==> src/sv/aarm_pkg.sv <==
// ---------------------------------------------------------------------------
// aarm_pkg
// Shared types and constants of the axis-angle rotation matrix core: fixed
// point formats, the CORDIC arctangent table and the per-cell step control.
// ---------------------------------------------------------------------------
package aarm_pkg;

   // internal unit vectors, sine and cosine are Q2.30
   localparam int QBITS  = 30;
   // CORDIC x, y, z datapath width
   localparam int CORD_W = 34;
   // square root remainder and root width
   localparam int ROOT_W = 64;
   // normalized axis magnitude width
   localparam int NMAG_W = 30;
   // dividend (magnitude in Q2.30 plus rounding) and divisor widths
   localparam int NUM_W  = 61;
   localparam int DVS_W  = 31;
   // number of square root and divider cells
   localparam int SQRT_CELLS = 32;
   localparam int DIV_CELLS  = 31;
   // output element width
   localparam int ELEM_W = 18;

   // CORDIC gain compensation, 0.6072529350 in Q2.30
   localparam logic signed [CORD_W-1:0] CORDIC_K = 34'sd652032874;

   // arctangent of 2^-i in units of 2^-32 turn
   localparam logic [31:0] ATAN_TURN [24] = '{
      32'd536870912, 32'd316933406, 32'd167458907, 32'd85004756,
      32'd42667331,  32'd21354465,  32'd10680862,  32'd5340245,
      32'd2670163,   32'd1335087,   32'd667544,    32'd333772,
      32'd166886,    32'd83443,     32'd41722,     32'd20861,
      32'd10430,     32'd5215,      32'd2608,      32'd1304,
      32'd652,       32'd326,       32'd163,       32'd81
   };

   // control handed to every cell of the chain
   typedef struct packed {
      logic en;    // the whole chain advances this cycle
      logic vld;   // the word entering the cell carries an item
   } aarm_step_type;

endpackage

==> src/sv/aarm_div_cell.sv <==
// ---------------------------------------------------------------------------
// aarm_div_cell
// One restoring division step for the three axis lanes sharing a divisor.
// ---------------------------------------------------------------------------
module aarm_div_cell #(
   parameter int STAGE  = 0,
   parameter int SIDE_W = 1
) (
   input  logic                                   clock,
   input  logic                                   reset,
   input  aarm_pkg::aarm_step_type                step,
   input  logic [2:0][aarm_pkg::NUM_W-1:0]        prev_rem,
   input  logic [2:0][aarm_pkg::DVS_W-1:0]        prev_quo,
   input  logic [aarm_pkg::DVS_W-1:0]             prev_dvs,
   input  logic [SIDE_W-1:0]                      prev_side,
   output logic                                   out_vld,
   output logic [2:0][aarm_pkg::NUM_W-1:0]        out_rem,
   output logic [2:0][aarm_pkg::DVS_W-1:0]        out_quo,
   output logic [aarm_pkg::DVS_W-1:0]             out_dvs,
   output logic [SIDE_W-1:0]                      out_side
);

   localparam int SHIFT = aarm_pkg::DVS_W - 1 - STAGE;

   logic                                  vld_ff;
   logic [2:0][aarm_pkg::NUM_W-1:0]       rem_ff, rem_in;
   logic [2:0][aarm_pkg::DVS_W-1:0]       quo_ff, quo_in;
   logic [aarm_pkg::DVS_W-1:0]            dvs_ff;
   logic [aarm_pkg::NUM_W-1:0]            trial;
   logic [SIDE_W-1:0]                     side_ff;

   // compare and subtract the shifted divisor in each lane
   always_comb begin
      trial = aarm_pkg::NUM_W'(prev_dvs) << SHIFT;
      for (int i = 0; i < 3; i++) begin
         rem_in[i] = prev_rem[i];
         quo_in[i] = prev_quo[i];
         if (prev_rem[i] >= trial) begin
            rem_in[i]        = prev_rem[i] - trial;
            quo_in[i][SHIFT] = 1'b1;
         end
      end
   end

   // valid flag
   always_ff @(posedge clock) begin
      if (reset) begin
         vld_ff <= 1'b0;
      end else if (step.en) begin
         vld_ff <= step.vld;
      end
   end

   // payload
   always_ff @(posedge clock) begin
      if (step.en) begin
         rem_ff  <= rem_in;
         quo_ff  <= quo_in;
         dvs_ff  <= prev_dvs;
         side_ff <= prev_side;
      end
   end

   assign out_vld  = vld_ff;
   assign out_rem  = rem_ff;
   assign out_quo  = quo_ff;
   assign out_dvs  = dvs_ff;
   assign out_side = side_ff;

endmodule

==> config.mk <==
export PLATFORM = sky130hd
export DESIGN_NAME = aarm_div_cell
export DESIGN_NICKNAME = d
export VERILOG_FILES = /design/src/sv/aarm_pkg.sv /design/src/sv/aarm_div_cell.sv
export SDC_FILE = /design/constraint.sdc
export NUM_CORES = 1
export LEC_CHECK = 0
export BUFFER_PORTS_ARGS = -buffer_cell sky130_fd_sc_hd__buf_4
export CORE_AREA = 5 5 241 243
export CTS_BUF_LIST = sky130_fd_sc_hd__clkbuf_4 sky130_fd_sc_hd__clkbuf_8
export DETAILED_ROUTE_END_ITERATION = 8
export DIE_AREA = 0 0 246 248
export PLACE_DENSITY_LB_ADDON = 0.08
export SLEW_MARGIN = 30
export SYNTH_ARGS = -nofsm -noshare
export SYNTH_HDL_FRONTEND = slang
export SYNTH_SLANG_ARGS = --single-unit
export TNS_END_PERCENT = 1
==> constraint.sdc <==
create_clock -name clock -period 8.66 [get_ports clock]
set_input_delay 2.165 -clock clock [delete_from_list [all_inputs] [get_ports clock]]
set_output_delay 2.165 -clock clock [all_outputs]
set_load 0.005 [all_outputs]
==> flow_metrics.tcl <==
set metrics [dict create \
    grt.total_usage_pct 18.98 \
    synth_top_area_share_pct 59.81 \
    powerDensity_nw_per_um2 195.0 \
    clock_path_buffers 3 \
    placed_cell_area_um2 21020 \
    synth_top_family_by_area "compound AO/OA/AOI/OAI gates" \
    numClockSinks 309 \
    row_count 87 \
    ys_seq_area_share_pct 59.94 \
    gp_congestion 0.8185 \
    cts_resized 0 \
    grt_pass1_wl_um 86040 \
    initial_core_util_pct 27.75 \
    crit_fanout 26 \
    p_leak_nw 9.332 \
    period_share_pct 66.62 \
    syn_avg_cell_area_um2 13.49 \
    first_global_vias 12835 \
    max_freq_ghz 0.1733 \
    hold_ws_ns 0.5187 \
    synth_area_leaders "edfxtp_1 (60%), ha_1 (7.5%), mux2_2 (4.5%), xnor2_1 (2.7%), a21oi_1 (2.4%)" \
    multi_input_area_um2 5908 \
    synthAdderAreaFrac_pct 7.913 \
    cp.arrival_ns 6.16 \
    fin_skew_ns 0 \
    synth-xor-area-share_pct 4.644 \
    synth_compound_area_share_pct 10.58 \
    setup_viol 0 \
    pin_count 621 \
    ant_nets 0 \
    muxShareOfSynthArea_pct 6.878 \
    r2r-start "out_vld" \
    min_period_ns 5.769 \
    startpoint "prev_dvs[1]" \
    drcViolationCount 0 \
    clk_latency_ns 0.65 \
    die_h_um 248 \
    avgRoutedWirePerCell_um 23.62 \
    fillers 5405 \
    grt.overflow.total 0 \
    cp-start-kind "primary input" \
    grt_max_degree 150 \
    port_buffers 620 \
    setup_tns_ns 0 \
    cp-end-kind "flop" \
    synth_cells 1146 \
    synth-seq-cells 309 \
    max_cap_viol_count 0 \
    min_from "out_vld" \
    drv_slew 0 \
    worstPathRequired_ns 9.05 \
    firstDrtPassIters 4 \
    ctsHoldBuffers 0 \
    path_cells "buf_4 -> inv_1 -> ha_1 -> nor2b_1 -> o31a_1 -> o41a_1 -> a221o_1 -> a31oi_4 -> o21ai_2 -> or4_1 -> o221ai_4 -> buf_4 -> mux2_2" \
    dpl.hpwl_um 49350 \
    clockRootBuffer "clkbuf_8" \
    rsz0062_at_grt "false" \
    die_x_um 246 \
    async_flop_share_pct 0 \
    cp_slowest_stage_delay_ns 0.54 \
    crit_top_cell "buf_4" \
    vias 12326 \
    drt_wl_total_um 61690 \
    drt_iter0_markers 596 \
    worstSetupPathType "in -> reg" \
    antenna_found_initial 10 \
    synth-simple-area-share_pct 8.010 \
    tightest_slew_ns 1.040 \
    synth_ff_type "edfxtp_1" \
    core-area_um2 55730 \
    synthesis.area_um2 15460 \
    yosysUniqueCellTypes 66 \
    ctsHtreeMaxLevel 2 \
    hold_viol 0 \
    synth_edf_count 308 \
    nets 2211 \
    crit_slowest_cell "or4_1" \
    clk_pin_slew_ns 0.05 \
    finalPower_w 0.004335 \
    final_area_um2 22230 \
    drive_gt1_share_pct 43.27 \
    cts_inserted_buffers 59 \
    die_area_um2 61010 \
    syn_nets 1554 \
    postCtsSetupBuffers 0 \
    area_growth_syn_to_layout_pct 43.77 \
    cts_tree "yes" \
    synth_top_area_cell "edfxtp_1" \
    via_per_inst 4.719 \
    yosys_warnings 0 \
    status "completed" \
    peakVddDrop_mv 0.1302 \
    regArea_um2 9269 \
    slew_headroom_pct 30.67 \
    min_path_type "reg -> reg" \
]
==> logic make-up (layout without fill, tap and decap cells) <==
| family | count (synthesis) | in the layout |
|---|---|---|
| flops | 309 | 309 |
| compound gates | 246 | 246 |
| simple gates | 241 | 241 |
| fa+ha+maj | 96 | 96 |
| mux | 95 | 95 |
| xor+xnor | 82 | 82 |
| buf+inv | 77 | 782 |
| other cells | 0 | 5 |
==> final cells by class <==
cell class / instances / area share (%)
Inverter: 47 / 0.7936
Tap cell: 756 / 4.255
Multi-Input combinational cell: 760 / 26.58
Timing Repair Buffer: 626 / 21.23
Clock buffer: 81 / 4.424
Clock inverter: 28 / 0.9737
Antenna cell: 5 / 0.05628
Sequential cell: 309 / 41.69
==> worst max-delay path, delay by kind of cell <==
| family | cells | cell delay [ns] |
|---|---|---|
| AOI/OAI and AO/OA | 6 | 1.73 |
| and+or+nand+nor | 2 | 0.69 |
| adders and majority gates | 1 | 0.31 |
| muxes | 1 | 0.38 |
| buffers and inverters | 3 | 0.82 |
==> path summary, 6_finish.rpt <==
kind                  to  slack (ns)  cells after the start
min reg2reg      out_vld        0.52                      2
max reg2reg      out_vld        8.06                      2
min              out_vld        0.52                      2
max          out_rem[92]        2.89                     13
==> cell usage after synthesis, drive strengths merged (3+ instances only) <==
library cell / count
a2111oi: 6
a211o: 4
a211oi: 11
a21o: 30
a21oi: 74
a221oi: 3
a31o: 4
a31oi: 11
and2: 4
and3: 9
buf: 6
clkbuf: 24
edfxtp: 308
fa: 3
ha: 93
inv: 47
mux2: 90
mux2i: 5
nand2: 53
nand2b: 11
nand3: 17
nand4: 24
nor2: 48
nor2b: 9
nor3: 18
nor3b: 3
nor4: 23
o211ai: 6
o21a: 9
o21ai: 44
o21bai: 10
o221ai: 5
o31ai: 4
or2: 5
or3: 4
or4: 6
xnor2: 48
xor2: 34
==> power breakdown <==
part / total, W / leakage [nW] / switching [W] / internal, W
registers: 0.00187 / 3.02 / 0.0000449 / 0.00183
logic: 0.000969 / 5.67 / 0.000483 / 0.000487
clock network: 0.00150 / 0.638 / 0.000670 / 0.000825
==> sequential cells by signal (all words and copies together), names as in the netlist <==
signal	cells
out_quo	93
out_rem	183
out_side	1
out_dvs	31
out_vld	1
==> cells in the final DEF (no fill, tap or decap), types with 43 or more instances in the layout <==
cell      count
buf_4       624
clkbuf_8     60
mux2_2       62
edfxtp_1    308
a21oi_1      73
xnor2_1      48
inv_1        47
ha_1         93
nand2_1      53
o21ai_0      43
nor2_1       48
==> layer usage <==
metal / track usage, % / wire length, um / vias up
met5: 0 / 57 / -
met4: 5.678 / 1223 / 10
met3: 6.537 / 5353 / 82
met2: 32.81 / 30740 / 473
met1: 22.44 / 24320 / 5941
li1: - / - / 5820
==> per-stage QoR <==
| stage | util, % | setup slack [ns] | cells |
|---|---|---|---|
| CTS | 39.87 | 2.913 | 2607 |
| floorplan | - | 3.175 | 1146 |
| finish | 39.89 | 2.891 | 2612 |
| global route | 39.88 | 2.759 | 2611 |
| detailed placement | 37.71 | 2.181 | 2498 |
| global placement | 37.70 | 2.196 | 2498 |
Note: power is estimated with default switching activity, not from simulation.
