===== src/sv/aarm_pkg.sv =====
// ---------------------------------------------------------------------------
// aarm_pkg
// Shared types and constants of the axis-angle rotation matrix core: fixed
// point formats, the CORDIC arctangent table and the per-cell step control.
// ---------------------------------------------------------------------------
package aarm_pkg;

   // internal unit vectors, sine and cosine are Q2.30
   localparam int QBITS  = 30;
   // CORDIC x, y, z datapath width
   localparam int CORD_W = 34;
   // square root remainder and root width
   localparam int ROOT_W = 64;
   // normalized axis magnitude width
   localparam int NMAG_W = 30;
   // dividend (magnitude in Q2.30 plus rounding) and divisor widths
   localparam int NUM_W  = 61;
   localparam int DVS_W  = 31;
   // number of square root and divider cells
   localparam int SQRT_CELLS = 32;
   localparam int DIV_CELLS  = 31;
   // output element width
   localparam int ELEM_W = 18;

   // CORDIC gain compensation, 0.6072529350 in Q2.30
   localparam logic signed [CORD_W-1:0] CORDIC_K = 34'sd652032874;

   // arctangent of 2^-i in units of 2^-32 turn
   localparam logic [31:0] ATAN_TURN [24] = '{
      32'd536870912, 32'd316933406, 32'd167458907, 32'd85004756,
      32'd42667331,  32'd21354465,  32'd10680862,  32'd5340245,
      32'd2670163,   32'd1335087,   32'd667544,    32'd333772,
      32'd166886,    32'd83443,     32'd41722,     32'd20861,
      32'd10430,     32'd5215,      32'd2608,      32'd1304,
      32'd652,       32'd326,       32'd163,       32'd81
   };

   // control handed to every cell of the chain
   typedef struct packed {
      logic en;    // the whole chain advances this cycle
      logic vld;   // the word entering the cell carries an item
   } aarm_step_type;

endpackage


===== src/sv/aarm_sqrt_cell.sv =====
// ---------------------------------------------------------------------------
// aarm_sqrt_cell
// One digit step of the bitwise integer square root; side data rides along.
// ---------------------------------------------------------------------------
module aarm_sqrt_cell #(
   parameter int STAGE  = 0,
   parameter int SIDE_W = 1
) (
   input  logic                             clock,
   input  logic                             reset,
   input  aarm_pkg::aarm_step_type          step,
   input  logic [aarm_pkg::ROOT_W-1:0]      prev_rem,
   input  logic [aarm_pkg::ROOT_W-1:0]      prev_root,
   input  logic [SIDE_W-1:0]                prev_side,
   output logic                             out_vld,
   output logic [aarm_pkg::ROOT_W-1:0]      out_rem,
   output logic [aarm_pkg::ROOT_W-1:0]      out_root,
   output logic [SIDE_W-1:0]                out_side
);

   localparam logic [aarm_pkg::ROOT_W-1:0] BIT =
      aarm_pkg::ROOT_W'(1) << (62 - 2 * STAGE);

   logic                            vld_ff;
   logic [aarm_pkg::ROOT_W-1:0]     rem_ff, root_ff, rem_in, root_in, trial;
   logic [SIDE_W-1:0]               side_ff;

   // try to set this root bit
   always_comb begin
      trial = prev_root + BIT;
      if (prev_rem >= trial) begin
         rem_in  = prev_rem - trial;
         root_in = (prev_root >> 1) + BIT;
      end else begin
         rem_in  = prev_rem;
         root_in = prev_root >> 1;
      end
   end

   // valid flag
   always_ff @(posedge clock) begin
      if (reset) begin
         vld_ff <= 1'b0;
      end else if (step.en) begin
         vld_ff <= step.vld;
      end
   end

   // payload
   always_ff @(posedge clock) begin
      if (step.en) begin
         rem_ff  <= rem_in;
         root_ff <= root_in;
         side_ff <= prev_side;
      end
   end

   assign out_vld  = vld_ff;
   assign out_rem  = rem_ff;
   assign out_root = root_ff;
   assign out_side = side_ff;

endmodule


===== config.mk =====
export PLATFORM = sky130hd
export DESIGN_NAME = aarm_sqrt_cell
export DESIGN_NICKNAME = d
export VERILOG_FILES = /design/src/sv/aarm_pkg.sv /design/src/sv/aarm_sqrt_cell.sv
export SDC_FILE = /design/constraint.sdc
export NUM_CORES = 1
export LEC_CHECK = 0
export BUFFER_PORTS_ARGS = -buffer_cell sky130_fd_sc_hd__buf_2
export CORE_ASPECT_RATIO = 1.5
export CORE_MARGIN = 2
export CORE_UTILIZATION = 50
export DETAILED_ROUTE_END_ITERATION = 8
export PLACE_DENSITY = 0.78
export REMOVE_ABC_BUFFERS = 1
export SKIP_CTS_REPAIR_TIMING = 1
export SYNTH_ARGS = -nofsm -noshare
export SYNTH_HDL_FRONTEND = slang
export SYNTH_SLANG_ARGS = --single-unit

===== constraint.sdc =====
create_clock -name clock -period 4.82 [get_ports clock]
set_input_delay 0.964 -clock clock [delete_from_list [all_inputs] [get_ports clock]]
set_output_delay 0.964 -clock clock [all_outputs]
set_load 0.02 [all_outputs]

==> results.md <==
- Relative slew slack: 0.4138
- DRC violation count after routing: 0
- Final min period: around 3.9 ns
- Total negative slack: 0 ns
- Maximum level of the CTS H-tree: 4
- Crit start category: input pin
- Cells after synthesis: a little over 900
- Worst-path cell with the longest stage delay: sky130_fd_sc_hd__a311oi_2
- Floorplan die height: between 150 and 200 µm
- Cell with the most instances on the worst path: sky130_fd_sc_hd__buf_4
- Vias per inst: roughly 5.6
- MaxCap Viol Count: 0
- Sequential-to-total area share from yosys stat: 0.4430
- Synth-to-layout area growth: 23.19%
- Top cell family by delay on the critical path: compound AO/OA/AOI/OAI gates
- Share of async-settable or async-resettable flops after synthesis: 0
- Unrepaired setup endpoints after global routing: false
- Overall fraction of global-route tracks in use: 0.2524
- Port Buffer Count: ~260
- Clock insertion delay at the later pin of the skew report: between 0.4 and 0.5 ns
- Worst path required time: ~5 ns
- Static leakage: approximately 5.0 nW
- Worst-path cell chain: buf_2 -> inv_1 -> ha_1 -> fa_1 -> nor2b_1 -> o21a_1 -> o211ai_2 -> a31o_2 -> nand2_2 -> a311oi_2 -> a31oi_4 -> nor2_4 -> buf_4 -> buf_4 -> o21ai_0
- Die ar.: about 19,000 µm²
- Clock Sink Count: 130
- Antenna Violating Nets Remaining: 0
- Placed wire-length estimate: 18.64 mm
- Status: finished, final reports clean
- Warnings, synthesis: 0
- Total count of hold-check failures in the final report: 0
- Final worst clock skew: 0 ns
- Synthesized cell area: between 8000 and 9000 µm²
- Global route overflow: 0
- Element type at the critical path end: register
- Clock root buffer master: sky130_fd_sc_hd__clkbuf_16
- Slowest Stage Delay on Critical Path: about 0.52 ns
- Worst Tran Pin Value: 0.8792 ns
- Achievable Freq: between 0.2 and 0.3 GHz
- Number of placement rows: 59
- Worst-case register-to-register setup slack: between 4 and 5 ns
- Starting density of the core: 0.5088
- Number of detailed-routing iterations run before antenna repair: 5
- Worst path arrival time: approximately 4.0 ns
- Number of synthesized register bits: 130
- Peak ir drop on the vdd network: 0.3096 mV
- Via count of the routed design: around 7,800
- Share of layout cells above drive strength 1: 0.2699
- Number of synthesized flops with an enable pin: ~130
- Layout net count: about 1,400
- Number of different library cells in the post-synthesis netlist: between 60 and 70
- Routed Wire Length: 23.95 mm
- Post-layout util: 0.6268
- Via count of the first global-routing pass: around 7,900
- Count of routing violations after the opening detailed-route iteration: 540
- Number of top-level pins: roughly 260
- Buffer levels on the longest clock path: 2
- Share of the clock period used by the worst path after layout: 0.8007
- Primary FF master, synth: sky130_fd_sc_hd__edfxtp_1
- Core area: about 17,000 µm²
- Critical Path Fanout Max: 40
- Finish-stage setup viols: 0
- Global-route wire length before repair: ~38 mm
- CTS tree: yes
- Filler Cells Inserted: between 1,000 and 1,500
- Gp weighted congestion: a little under 0.9
- Area post-placement: 10,250 µm²
- Worst setup path class: input pin to register
- Die boundary width: ~110 µm
- Avg Inst Size Synth: 9.596 µm²
- Average wire per cell in the routed design: around 17 µm
- Post-route cell area: ~11,000 µm²
- Power density of the placed cells: 354.1 nW/µm²
- Class of the worst hold path: register to register
- Worst-path clk slew: roughly 0.060 ns
- TritonCTS Buffers: 17
- Initial antenna violation count: 1
- Maximum number of pins on one net before global-route repair: 97
- Buf/Inv on CP: 4
- Final number of max-transition violations: 0
layer usage:
layer / vias up / track usage / wire length [µm]
met5: - / 0 / 0
met4: 0 / 0.08112 / 531
met3: 42 / 0.04562 / 1320
met2: 276 / 0.4825 / 13080
met1: 3660 / 0.2775 / 9015
li1: 3841 / - / -
where the power goes:
| part | internal (mW) | switching [mW] |
|---|---|---|
| combinational | 0.406 | 0.705 |
| sequential | 1.41 | 0.0296 |
| clock | 0.727 | 0.555 |
final cells by class:
| class | instances | area (µm²) | area share |
|---|---|---|---|
| tap | 213 | 266.5 | 0.02461 |
| antenna | 1 | 2.502 | 0.0002311 |
| inverter | 80 | 300.3 | 0.02773 |
| multi-input combinational | 669 | 4422 | 0.4084 |
| clock inverter | 15 | 150.1 | 0.01387 |
| timing repair buffer | 267 | 1368 | 0.1263 |
| clock buffer | 17 | 425.4 | 0.03929 |
| sequential | 130 | 3894 | 0.3596 |
sequential cells by signal, summed over array words and instances (netlist names):
name / flops
out_vld: 1
out_rem: 64
out_root: 64
out_side: 1
metrics by stage:
step | setup slack (ns) | hold slack [ns] | instances | power, mW
after CTS | 0.9518 | 0.5062 | 1391 | 3.844
after detailed placement | 0.5334 | 0.4865 | 1359 | 2.566
after floorplan | 0.3003 | 0.5788 | 879 | 2.193
after global routing | 0.7109 | 0.5225 | 1392 | 4.007
after global placement | 0.5392 | 0.4731 | 1359 | 2.549
final | 0.9605 | 0.5027 | 1392 | 3.834
worst register-to-register path: cells and delay by family (launching register included):
| family | cells | cell delay [ns] |
|---|---|---|
| and+or+nand+nor | 1 | 0.05 |
| DFF | 1 | 0.31 |
| muxes | 1 | 0.13 |
placed cells by master (no fill, tap or decap), drive strengths merged, types with 3 or more instances in the layout:
master,n
clkbuf,17
o21bai,21
o21ai,93
and4,4
or2,3
o21a,9
nor2b,8
xnor2,33
inv,88
clkinv,4
nand3,9
a21o,45
a31oi,8
a211o,3
buf,267
o31ai,3
xor2,25
nor2,39
or3,3
a211oi,4
nand4,24
nor4bb,3
o221ai,3
nor4,4
a21boi,5
o211ai,7
and3,3
edfxtp,129
nand2b,4
nor3,15
mux2,5
a21oi,86
ha,64
nand2,107
synth_stat cells (all sizes together) (4+ instances only):
master | n | share of area
a21oi | 86 | 0.049
clkbuf | 20 | 0.0085
nand2 | 107 | 0.046
ha | 64 | 0.091
xnor2 | 33 | 0.033
nor4 | 4 | 0.0036
o211ai | 7 | 0.0065
a31oi | 8 | 0.0081
a21boi | 5 | 0.0047
a211oi | 4 | 0.0034
nor3 | 15 | 0.0085
a21o | 45 | 0.038
nand2b | 4 | 0.0028
o21ai | 93 | 0.053
inv | 80 | 0.034
o21a | 9 | 0.0077
edfxtp | 129 | 0.44
nand3 | 9 | 0.0051
mux2 | 5 | 0.0064
xor2 | 25 | 0.025
nor2b | 8 | 0.0057
nand4 | 24 | 0.017
buf | 17 | 0.011
nor2 | 39 | 0.018
o21bai | 21 | 0.018
and4 | 4 | 0.0040
path summary, 6_finish.rpt:
| kind | from | to | cells past startpoint |
|---|---|---|---|
| worst max-delay path | prev_rem[0] | out_rem[30] | 15 |
| worst min-delay path | out_vld | out_vld | 2 |
| worst max register to register | out_vld | out_vld | 2 |
| worst min register to register | out_vld | out_vld | 2 |
kinds of logic (layout without fill, tap and decap cells):
| group | Yosys count | in the layout | synth area share |
|---|---|---|---|
| other cells | 0 | 1 | 0 |
| mux | 7 | 7 | 0.008683 |
| flops | 130 | 130 | 0.4430 |
| xor+xnor | 58 | 58 | 0.05779 |
| simple gates | 236 | 236 | 0.1287 |
| fa+ha+maj | 65 | 65 | 0.09338 |
| compound gates | 303 | 303 | 0.2145 |
| buf+inv | 117 | 379 | 0.05395 |
(Power assumes the default switching activity.)
