`src/sv/aarm_pkg.sv`:
```
// ---------------------------------------------------------------------------
// aarm_pkg
// Shared types and constants of the axis-angle rotation matrix core: fixed
// point formats, the CORDIC arctangent table and the per-cell step control.
// ---------------------------------------------------------------------------
package aarm_pkg;

   // internal unit vectors, sine and cosine are Q2.30
   localparam int QBITS  = 30;
   // CORDIC x, y, z datapath width
   localparam int CORD_W = 34;
   // square root remainder and root width
   localparam int ROOT_W = 64;
   // normalized axis magnitude width
   localparam int NMAG_W = 30;
   // dividend (magnitude in Q2.30 plus rounding) and divisor widths
   localparam int NUM_W  = 61;
   localparam int DVS_W  = 31;
   // number of square root and divider cells
   localparam int SQRT_CELLS = 32;
   localparam int DIV_CELLS  = 31;
   // output element width
   localparam int ELEM_W = 18;

   // CORDIC gain compensation, 0.6072529350 in Q2.30
   localparam logic signed [CORD_W-1:0] CORDIC_K = 34'sd652032874;

   // arctangent of 2^-i in units of 2^-32 turn
   localparam logic [31:0] ATAN_TURN [24] = '{
      32'd536870912, 32'd316933406, 32'd167458907, 32'd85004756,
      32'd42667331,  32'd21354465,  32'd10680862,  32'd5340245,
      32'd2670163,   32'd1335087,   32'd667544,    32'd333772,
      32'd166886,    32'd83443,     32'd41722,     32'd20861,
      32'd10430,     32'd5215,      32'd2608,      32'd1304,
      32'd652,       32'd326,       32'd163,       32'd81
   };

   // control handed to every cell of the chain
   typedef struct packed {
      logic en;    // the whole chain advances this cycle
      logic vld;   // the word entering the cell carries an item
   } aarm_step_type;

endpackage

```
`src/sv/aarm_cordic_cell.sv`:
```
// ---------------------------------------------------------------------------
// aarm_cordic_cell
// One rotation-mode CORDIC micro-rotation; passes side data along unchanged.
// ---------------------------------------------------------------------------
module aarm_cordic_cell #(
   parameter int STAGE  = 0,
   parameter int SIDE_W = 1
) (
   input  logic                                    clock,
   input  logic                                    reset,
   input  aarm_pkg::aarm_step_type                 step,
   input  logic signed [aarm_pkg::CORD_W-1:0]      prev_x,
   input  logic signed [aarm_pkg::CORD_W-1:0]      prev_y,
   input  logic signed [aarm_pkg::CORD_W-1:0]      prev_z,
   input  logic        [SIDE_W-1:0]                prev_side,
   output logic                                    out_vld,
   output logic signed [aarm_pkg::CORD_W-1:0]      out_x,
   output logic signed [aarm_pkg::CORD_W-1:0]      out_y,
   output logic signed [aarm_pkg::CORD_W-1:0]      out_z,
   output logic        [SIDE_W-1:0]                out_side
);

   localparam logic signed [aarm_pkg::CORD_W-1:0] ATAN =
      $signed({{(aarm_pkg::CORD_W-32){1'b0}}, aarm_pkg::ATAN_TURN[STAGE]});

   logic                                 vld_ff;
   logic signed [aarm_pkg::CORD_W-1:0]   x_ff, y_ff, z_ff;
   logic signed [aarm_pkg::CORD_W-1:0]   x_in, y_in, z_in;
   logic signed [aarm_pkg::CORD_W-1:0]   dx, dy;
   logic        [SIDE_W-1:0]             side_ff;

   // rotate toward zero residual angle
   always_comb begin
      dx = prev_y >>> STAGE;
      dy = prev_x >>> STAGE;
      if (!prev_z[aarm_pkg::CORD_W-1]) begin
         x_in = prev_x - dx;
         y_in = prev_y + dy;
         z_in = prev_z - ATAN;
      end else begin
         x_in = prev_x + dx;
         y_in = prev_y - dy;
         z_in = prev_z + ATAN;
      end
   end

   // valid flag
   always_ff @(posedge clock) begin
      if (reset) begin
         vld_ff <= 1'b0;
      end else if (step.en) begin
         vld_ff <= step.vld;
      end
   end

   // payload
   always_ff @(posedge clock) begin
      if (step.en) begin
         x_ff    <= x_in;
         y_ff    <= y_in;
         z_ff    <= z_in;
         side_ff <= prev_side;
      end
   end

   assign out_vld  = vld_ff;
   assign out_x    = x_ff;
   assign out_y    = y_ff;
   assign out_z    = z_ff;
   assign out_side = side_ff;

endmodule

```
`config.mk`:
```
export PLATFORM = sky130hd
export DESIGN_NAME = aarm_cordic_cell
export DESIGN_NICKNAME = d
export VERILOG_FILES = /design/src/sv/aarm_pkg.sv /design/src/sv/aarm_cordic_cell.sv
export SDC_FILE = /design/constraint.sdc
export NUM_CORES = 1
export LEC_CHECK = 0
export BUFFER_PORTS_ARGS = -buffer_cell sky130_fd_sc_hd__buf_2
export CAP_MARGIN = 20
export CORE_MARGIN = 2
export CORE_UTILIZATION = 50
export DETAILED_ROUTE_END_ITERATION = 6
export GPL_ROUTABILITY_DRIVEN = 1
export GPL_TIMING_DRIVEN = 0
export PLACE_DENSITY_LB_ADDON = 0.25
export SETUP_SLACK_MARGIN = 0.4
export SLEW_MARGIN = 10
export SYNTH_ARGS = -nofsm -noshare
export SYNTH_HDL_FRONTEND = slang
export SYNTH_SLANG_ARGS = --single-unit
```
`constraint.sdc`:
```
create_clock -name clock -period 2.7 [get_ports clock]
set_clock_uncertainty 0.05 [all_clocks]
set_input_delay 0.135 -clock clock [delete_from_list [all_inputs] [get_ports clock]]
set_output_delay 0.135 -clock clock [all_outputs]
set_load 0.02 [all_outputs]
```
==> results.yml, run 1 <==
cells_and_area:
  syn2layout_area_growth_pct: 40.3
  fin_util_pct: 71.7
  layout.nets: 1485
  final_cell_mix: "buf_2 (202), a21oi_1 (106), edfxtp_1 (102), ha_1 (94), inv_1 (88)"
  finalInstanceArea_um2: 12400
  final_common_cell: "buf_2"
  drive_above_1_share_pct: 34.8
  layout.cells.non_filler: 1502
global_routing:
  grt.total_usage_pct: 32.6
  grt_pass1_vias: 8667
  antenna_found_initial: 1
  grt_max_degree: 68
  grt_overflow: 0
  grt_pass1_wl_mm: 46.8
worst_setup_path:
  setup.worst_path.start_class: "primary input"
  slowest_delay_ns: 0.36
  reg2reg_depth: 2
  crit_path_end_kind: "flip-flop"
  worst-endpoint-arrival_ns: 3.04
  worstPathRequired_ns: 2.75
  crit_path_cell_trace: "buf_6, ha_4, buf_6, or3_4, or3_4, buf_4, o211ai_4, nand3_4, a311oi_4, a41oi_2, o41ai_2, a31oi_1, xnor2_1"
  critPathLaunch: "prev_y[8]"
  crit_path_max_fanout: 3
  regToRegStartpoint: "out_vld$_SDFFE_PP0P_"
  path_class: "in -> reg"
  critPathSlowestCell: "or3_4"
synth:
  synth-edff-count: 102
  synth_cell_types: 72
  ys_async_sr_fraction_pct: 0
  postSynthAreaPerCell_um2: 9.19
  syn_inst: 958
  synth_flop_cell: "edfxtp_1"
  synth-seq-cells: 103
  synth_area_um2: 8800
  yosysWarnings: 0
  synth-seq-area-share_pct: 35.0
  synth_nets: 1172
placement:
  place_inst: 1394
  finalWeightedCongestion: 0.951
  hpwlAfterDp_mm: 21.5
  portBuffers: 210
  placed_area_um2: 10300
route:
  drt_wl_total_mm: 30.9
  final_antenna_net_count: 0
  drt-initial-drc-count: 819
  route.detailed.drc: 0
  vias: 8797
  routed_via_density: 5.86
  post_drt_wl_per_cell_um: 20.6
  dr.pass1.iters: 6
clock_tree:
  cts_max_path_buffers: 2
  clock_latency_ns: 0.36
  cts_buffers: 9
  tritoncts: "built"
  cts-root-buf: "clkbuf_16"
  cts_max_level: 3
  cts_sinks: 103
  clk_pin_slew_ns: 0.08
hold_path:
  hold_path.class: "in -> reg"
  hp-start: "step[0]"
  min_path_cells: 3
pwr:
  peakVddDrop_mv: 0.345
  p_leak_nw: 5.43
  p_per_area_nw_per_um2: 500
status:
  outcome: "finished, violations left"
  violations: "setup timing"
sta:
  fin_crit_sh_pct: 111
  finalSetupViolCount: 21
  finalHoldWorstSlack_ns: 0.00811
  relSlewSlack_pct: 34.9
  tns_ns: -3.72
  fin_crit_ns: 2.99
  drv_slew: 0
  fmax_ghz: 0.335
  worst-slew-pin-transition_ns: 0.976
  finalHoldViolations: 0
  rsz0062_at_grt: "yes"
  setup_slack_ns: -0.289
floorplan:
  rows: 48
  fp.coreArea_um2: 17200
  dieArea_um2: 18700
  start_util_pct: 51.1
  die_y_um: 137
  dieWidth_um: 137
  ioPinCount: 211
flow_run:
  cap_violations: 0
[sequential cells by signal (all words and copies together), names as in the netlist]
register  cells
out_y        33
out_side      1
out_vld       1
out_x        34
out_z        34
[synth_stat cells (3+ instances only)]
library cell | instances | share of area [%]
o21ai_0 | 44 | 2.5
o21ai_1 | 9 | 0.51
nor2b_1 | 10 | 0.71
xnor2_1 | 59 | 5.9
or3_1 | 4 | 0.28
mux2i_1 | 17 | 1.9
xor2_1 | 8 | 0.80
o211ai_1 | 7 | 0.60
nor2_1 | 69 | 2.9
inv_2 | 5 | 0.21
inv_1 | 97 | 4.1
buf_2 | 10 | 0.57
a2111oi_0 | 5 | 0.50
a211o_1 | 3 | 0.30
a211oi_1 | 14 | 1.2
a31oi_1 | 11 | 0.78
o2111ai_1 | 3 | 0.30
clkbuf_1 | 32 | 1.4
nand3_1 | 14 | 0.80
o21bai_1 | 24 | 2.0
nor4_1 | 5 | 0.36
and3_1 | 4 | 0.28
a221oi_1 | 3 | 0.30
nand4_1 | 7 | 0.50
o31ai_1 | 9 | 0.77
fa_1 | 4 | 0.91
a31o_2 | 3 | 0.30
o21a_1 | 7 | 0.60
nand2b_1 | 13 | 0.92
o21ba_2 | 4 | 0.45
a21oi_1 | 125 | 7.1
nand2_1 | 44 | 1.9
ha_1 | 103 | 15
a21o_1 | 19 | 1.6
a311oi_1 | 6 | 0.60
nor3_1 | 11 | 0.63
edfxtp_1 | 102 | 35
o22ai_1 | 3 | 0.21
[metal layers]
layer	vias to the layer above	part of all wire, %	track usage (%)
met5	-	0	0
met4	0	4.1	15.0
met3	84	7.5	4.48
met2	456	49	55.6
met1	4197	40	40.9
li1	4060	-	-
[final cells by class]
cell class,instances,area [um^2]
multi-input cells,706,5960
fillers,1319,4880
flip-flops and latches,103,3080
repair buffers,302,2010
inverters,104,413
plain buffers,45,298
well taps,225,282
clock buffers,9,225
clock inverters,7,78.8
diodes,1,2.50
[report_power, final]
part           leakage [nW]  switching, mW  internal [mW]  total [mW]
logic                  4.27           1.59           1.05        2.65
clock network         0.151          0.671          0.735        1.41
registers              1.01         0.0638           2.06        2.12
[metrics by stage]
stage	total power [mW]	setup WS, ns
after floorplan	3.55	-0.0976
after global placement	4.24	-0.999
after detailed placement	4.26	-1.10
after CTS	5.99	-0.331
after global routing	6.41	-0.360
final	6.17	-0.289
[repair_timing]
action                                  4_1_cts  5_1_grt
hold buffers                                 31        0
pin swaps                                    62       46
endpoints found under the setup margin       41       47
endpoints found under the hold margin        31        0
setup buffers                                47       13
gates resized for setup                     160       54
[path summary, 6_finish.rpt]
check | end | slack [ns]
hold / removal | out_vld$_SDFFE_PP0P_ | 0.008
setup / recovery | out_y[30]$_DFFE_PP_ | -0.29
hold reg to reg | out_vld$_SDFFE_PP0P_ | 0.50
setup reg to reg | out_vld$_SDFFE_PP0P_ | 2.03
[worst max-delay path, delay by kind of cell]
| kind | cells | cell delay, ns |
|---|---|---|
| adder cells (fa/ha/maj) | 1 | 0.23 |
| XOR/XNOR | 1 | 0.18 |
| AO/OA/AOI/OAI | 5 | 1.27 |
| AND/OR/NAND/NOR | 3 | 0.85 |
| buffers and inverters | 3 | 0.36 |
[cells by family (layout without fill, tap and decap cells)]
kind of cell / after synthesis / count (layout) / share of synthesized area, %
adder cells (fa/ha/maj): 107 / 107 / 15.6
other: 0 / 1 / 0
AND/OR/NAND/NOR: 192 / 192 / 10.3
XOR/XNOR: 67 / 67 / 6.67
multiplexers: 17 / 17 / 1.93
buffers and inverters: 149 / 467 / 6.63
AO/OA/AOI/OAI: 323 / 323 / 23.9
flip-flops: 103 / 103 / 35.0
Power figures use the tool's default switching activity.
==> run 2, diff against run 1 <==
--- a/config.mk
+++ b/config.mk
@@ -7,7 +7,7 @@
 export LEC_CHECK = 0
 export BUFFER_PORTS_ARGS = -buffer_cell sky130_fd_sc_hd__buf_2
 export CAP_MARGIN = 20
-export CORE_MARGIN = 2
+export CORE_MARGIN = 10
 export CORE_UTILIZATION = 50
 export DETAILED_ROUTE_END_ITERATION = 6
 export GPL_ROUTABILITY_DRIVEN = 1
==> run 2 against run 1 <==
- combinational power decreased by 2%
- highest routed layer unchanged
- final area down 1.4%
- die area grew 25%
- maximum frequency rose by 0.45%
- worst hold slack better by 0.042 ns
- via count decreased by 1.4%
- the flow still finishes with violations (setup timing)
- largest cell class unchanged
- flip-flop and latch count did not move
- worst setup slack better by 0.013 ns
- critical path depth increased by 2
- routed wire length rose by 2.9%
- critical endpoint is now out_y[31]$_DFFE_PP_
==> results.yml, run 2 (synthesis gave the netlist of run 1 again) <==
global_routing:
  grt_max_degree: 63
  grt_pass1_vias: 8589
  antenna_found_initial: 1
  grt_pass1_wl_mm: 47.7
  grt.total_usage_pct: 25.1
  grt_overflow: 0
sta:
  relSlewSlack_pct: 25.8
  worst-slew-pin-transition_ns: 1.11
  fmax_ghz: 0.336
  finalSetupViolCount: 28
  finalHoldViolations: 0
  fin_crit_sh_pct: 110
  drv_slew: 0
  fin_crit_ns: 2.98
  setup_slack_ns: -0.275
  rsz0062_at_grt: "yes"
  finalHoldWorstSlack_ns: 0.0498
floorplan:
  rows: 48
  fp.coreArea_um2: 17300
  die_y_um: 153
  start_util_pct: 50.9
  dieArea_um2: 23300
  dieWidth_um: 153
  ioPinCount: 211
route:
  dr.pass1.iters: 5
  vias: 8671
  routed_via_density: 5.78
  post_drt_wl_per_cell_um: 21.2
  drt_wl_total_mm: 31.8
  route.detailed.drc: 0
  drt-initial-drc-count: 727
  final_antenna_net_count: 0
cells_and_area:
  fin_util_pct: 70.4
  layout.cells.non_filler: 1499
  final_cell_mix: "buf_2 (210), a21oi_1 (103), edfxtp_1 (102), ha_1 (94), inv_1 (88)"
  layout.nets: 1482
  final_common_cell: "buf_2"
  syn2layout_area_growth_pct: 38.4
  drive_above_1_share_pct: 35.0
worst_setup_path:
  critPathCapture: "out_y[31]$_DFFE_PP_"
  crit_path_end_kind: "flip-flop"
  setup.worst_path.start_class: "primary input"
  path_class: "in -> reg"
  reg2reg_to: "out_vld$_SDFFE_PP0P_"
  crit_path_max_fanout: 3
  reg2reg_depth: 3
  regToRegStartpoint: "out_vld$_SDFFE_PP0P_"
  critPathLaunch: "prev_y[7]"
  worstPathRequired_ns: 2.74
  worst-endpoint-arrival_ns: 3.01
  r2r_slack_ns: 1.48
pwr:
  power_mw: 6.08
  peakVddDrop_mv: 0.356
  p_leak_nw: 5.35
  p_per_area_nw_per_um2: 499
clock_tree:
  clk_pin_slew_ns: 0.08
  clock_latency_ns: 0.36
  cts-root-buf: "clkbuf_16"
  tritoncts: "built"
  cts_buffers: 9
  cts_max_path_buffers: 2
  cts_sinks: 103
  cts_max_level: 3
status:
  violations: "setup timing"
  outcome: "finished, violations left"
placement:
  place_inst: 1394
  dp_slack_ns: -1.02
  portBuffers: 210
  hpwlAfterDp_mm: 23.1
  finalWeightedCongestion: 0.945
hold_path:
  hold_path.class: "in -> reg"
flow_run:
  cap_violations: 0
-- run 2: changes by cell type in the layout (fill, tap and decap cells not counted), moves of 3 or more --
cell      previous run  this run
buf_6               28        19
buf_2              202       210
o21ai_2             14        10
a21oi_1            106       103
a21oi_2             13        16
clkbuf_8             3         0
-- run 2: where the power goes --
part / leakage [nW] / switching [mW] / internal, mW
combinational: 4.20 / 1.59 / 1.02
sequential: 1.01 / 0.0542 / 2.05
clock: 0.140 / 0.713 / 0.649
total: 5.35 / 2.36 / 3.72
-- run 2: routing by layer --
metal  wire length, um  global-route usage [%]  share of wire, %  vias to the layer above
met5                 0                       0                 0                        -
met4               796                    8.27               2.5                        0
met3              2480                    4.01               7.8                       60
met2             15500                    41.8                49                      449
met1             13000                    32.5                41                     4109
li1                  -                       -                 -                     4053
-- run 2: repair_timing --
| item | CTS | global route |
|---|---|---|
| resized for setup | 94 | 100 |
| buffers inserted | 26 | 30 |
| endpoints found under the hold margin | 31 | 0 |
| endpoints found under the setup margin | 42 | 47 |
| hold buffers | 32 | 0 |
| pin swaps | 49 | 62 |
-- run 2: final cells by class --
type,instances,area [um^2]
multi-input cells,706,5930
fillers,1358,5120
flip-flops and latches,103,3080
repair buffers,299,1920
inverters,104,412
well taps,225,282
plain buffers,45,264
clock buffers,9,225
clock inverters,7,61.3
diodes,1,2.50
-- run 2: critical path, cell delays in order --
cell and delay [ns]:
buf_8 0.11, ha_4 0.23, buf_8 0.12, or3_4 0.36
or3_4 0.35, buf_6 0.13, a21oi_4 0.19, o21ai_4 0.14
a211oi_4 0.34, buf_4 0.17, buf_6 0.10, o2111ai_4 0.13
nor3b_4 0.23, o22ai_2 0.19, xnor2_1 0.11
-- run 2: worst min path at each step --
stage | end | start | cells past startpoint
after CTS | out_z[29]$_DFFE_PP_ | prev_z[29] | 2
final | out_z[29]$_DFFE_PP_ | prev_z[29] | 2
after global routing | out_z[29]$_DFFE_PP_ | prev_z[29] | 2
after detailed placement | out_vld$_SDFFE_PP0P_ | reset | 2
after global placement | out_vld$_SDFFE_PP0P_ | reset | 2
after floorplan | out_vld$_SDFFE_PP0P_ | reset | 1
-- run 2: through the flow --
step | TNS [ns] | area, um^2
3_5_place_dp | -18.40 | 10300
4_1_cts | -3.03 | 11600
2_1_floorplan | -0.423 | 8990
5_1_grt | -6.25 | 12200
6_report | -3.85 | 12200
3_3_place_gp | -18.36 | 10300
==> run 3, diff against run 2 <==
--- a/config.mk
+++ b/config.mk
@@ -7,8 +7,9 @@
 export LEC_CHECK = 0
 export BUFFER_PORTS_ARGS = -buffer_cell sky130_fd_sc_hd__buf_2
 export CAP_MARGIN = 20
+export CORE_ASPECT_RATIO = 0.7
 export CORE_MARGIN = 10
-export CORE_UTILIZATION = 50
+export CORE_UTILIZATION = 55
 export DETAILED_ROUTE_END_ITERATION = 6
 export GPL_ROUTABILITY_DRIVEN = 1
 export GPL_TIMING_DRIVEN = 0
==> constraint.sdc (replaced) <==
create_clock -name clock -period 3.3 [get_ports clock]
set_clock_uncertainty 0.05 [all_clocks]
set_input_delay 0.165 -clock clock [delete_from_list [all_inputs] [get_ports clock]]
set_output_delay 0.165 -clock clock [all_outputs]
set_load 0.02 [all_outputs]
==> run 3 against run 2 <==
- the flow now finishes without violations
- critical path depth did not move
- critical endpoint is now out_x[33]$_DFFE_PP_
- cell count fell by 3.5%
- largest power group unchanged
- die area fell by 7.6%
- largest cell class unchanged
- sequential power fell by 18%
- highest routed layer unchanged
==> results.yml, run 3 (synthesis gave the netlist of run 1 again) <==
global_routing:
  grt_pass1_wl_mm: 50.6
  grt_max_degree: 57
  grt.total_usage_pct: 30.1
  grt_overflow: 0
  grt_pass1_vias: 8574
  antenna_found_initial: 3
sta:
  fmax_ghz: 0.317
  finalHoldWorstSlack_ns: 0.0225
  worst-slew-pin-transition_ns: 1.08
  finalHoldViolations: 0
  fin_crit_ns: 3.15
  relSlewSlack_pct: 27.8
  rsz0062_at_grt: "yes"
  drv_slew: 0
  fin_crit_sh_pct: 95.6
  finalSetupViolCount: 0
clock_tree:
  clk_pin_slew_ns: 0.08
  cts_sinks: 103
  tritoncts: "built"
  cts_max_path_buffers: 2
  cts_buffers: 9
  cts_max_level: 3
  cts-root-buf: "clkbuf_16"
  clock_latency_ns: 0.37
worst_setup_path:
  slowest_delay_ns: 0.37
  reg2reg_to: "out_vld$_SDFFE_PP0P_"
  regToRegStartpoint: "out_vld$_SDFFE_PP0P_"
  r2r_slack_ns: 2.53
  worstPathRequired_ns: 3.36
  worst-endpoint-arrival_ns: 3.21
  setup.worst_path.start_class: "primary input"
  critPathSlowestCell: "or3_1"
  path_common_cell: "buf_6"
  path_class: "in -> reg"
  crit_path_cell_trace: "buf_8, ha_4, buf_6, or3_1, or3_4, buf_6, a21oi_4, o21ai_2, a211oi_2, buf_4, o21ai_4, o41ai_4, buf_6, a41oi_4, xnor2_2"
  crit_path_max_fanout: 4
  reg2reg_depth: 2
  crit_path_end_kind: "flip-flop"
flow_run:
  cap_violations: 0
floorplan:
  die_y_um: 126
  start_util_pct: 56.4
  ioPinCount: 211
  rows: 38
  fp.coreArea_um2: 15600
  dieWidth_um: 171
  dieArea_um2: 21500
placement:
  place_inst: 1369
  placed_area_um2: 10200
  hpwlAfterDp_mm: 25.4
  finalWeightedCongestion: 1.02
  portBuffers: 210
cells_and_area:
  syn2layout_area_growth_pct: 30.3
  drive_above_1_share_pct: 28.8
  layout.cells.non_filler: 1447
  final_common_cell: "buf_2"
  final_cell_mix: "buf_2 (213), a21oi_1 (114), edfxtp_1 (102), ha_1 (98), inv_1 (94)"
  layout.nets: 1453
  multiInputGateArea_um2: 5560
  finalInstanceArea_um2: 11500
  fillers: 1157
  fin_util_pct: 73.5
  final-seq-area_um2: 3080
pwr:
  peakVddDrop_mv: 0.298
  power.internal_mw: 2.95
  p_comb_share_pct: 42.0
  p_sw_mw: 1.92
  p_per_area_nw_per_um2: 425
  p_sw_share_pct: 39.5
  power_mw: 4.87
  pwr-share-clk_pct: 22.3
  power_frac_seq_pct: 35.7
  p_leak_nw: 5.11
route:
  route.detailed.drc: 0
  vias: 9013
  drt_wl_total_mm: 34.9
  routed_via_density: 6.23
  post_drt_wl_per_cell_um: 24.1
  final_antenna_net_count: 0
  dr.pass1.iters: 7
  drt-initial-drc-count: 1162
hold_path:
  hold_path.class: "in -> reg"
  hp-start: "prev_z[29]"
  hold_end: "out_z[29]$_DFFE_PP_"
  min_path_cells: 2
status:
  outcome: "complete, no violations"
## run 3: changes by cell type in the layout (fill, tap and decap cells not counted), sizes merged
cell | previous run | this run
diode | 1 | 3
inv | 106 | 107
dlygate4sd3 | 32 | 31
buf | 284 | 253
clkinvlp | 2 | 1
clkbuf | 37 | 40
## run 3: worst max-delay path by stage
stage               startpoint                   to  slack (ns)  depth (start not counted)
floorplan            prev_x[7]  out_x[33]$_DFFE_PP_        0.40                         12
global placement     prev_x[4]  out_y[23]$_DFFE_PP_       -0.46                         13
detailed placement   prev_x[4]  out_y[23]$_DFFE_PP_       -0.47                         13
CTS                  prev_x[7]  out_y[30]$_DFFE_PP_        0.24                         13
global route         prev_x[8]  out_x[33]$_DFFE_PP_        0.13                         16
finish               prev_y[8]  out_x[33]$_DFFE_PP_        0.15                         15
## run 3: what timing repair did
action	4_1_cts	5_1_grt
gates resized for setup	52	59
endpoints found under the setup margin	29	26
hold buffers	31	0
hold endpoints to repair	31	0
pin swaps	23	35
setup buffers	17	11
## run 3: per-layer routing
| layer | vias to the layer above | share of wire [%] | GRT usage (%) |
|---|---|---|---|
| li1 | 4001 | - | - |
| met1 | 4252 | 42 | 41.1 |
| met2 | 672 | 43 | 45.5 |
| met3 | 88 | 12 | 6.84 |
| met4 | 0 | 3.1 | 11.3 |
| met5 | - | 0 | 0 |
## run 3: power by group through the flow
stage,sequential (mW),clock (mW),combinational [mW]
after floorplan,2.00,0,0.865
after global placement,1.76,0,1.74
after detailed placement,1.76,0,1.75
after CTS,1.73,1.08,1.88
after global routing,1.75,1.13,2.15
final,1.74,1.08,2.05
## run 3: through the flow
step	worst slack [ns]	setup TNS [ns]
global route	0.131	0
floorplan	0.405	0
global placement	-0.455	-6.17
CTS	0.244	0
finish	0.146	0
detailed placement	-0.467	-6.14
## run 3: area by class of cell
cell class              count  area share (%)
diodes                      3          0.0655
plain buffers              45            2.01
clock buffers               9            1.96
clock inverters             7           0.535
inverters                 104            3.47
multi-input cells         706            48.5
flip-flops and latches    103            26.9
well taps                 200            2.18
repair buffers            270            14.4
## run 3: critical path, delay by kind of cell
kind	cells	cell delay [ns]
adder cells (fa/ha/maj)	1	0.22
XOR/XNOR	1	0.21
buffers and inverters	5	0.70
AO/OA/AOI/OAI	6	1.19
AND/OR/NAND/NOR	2	0.71
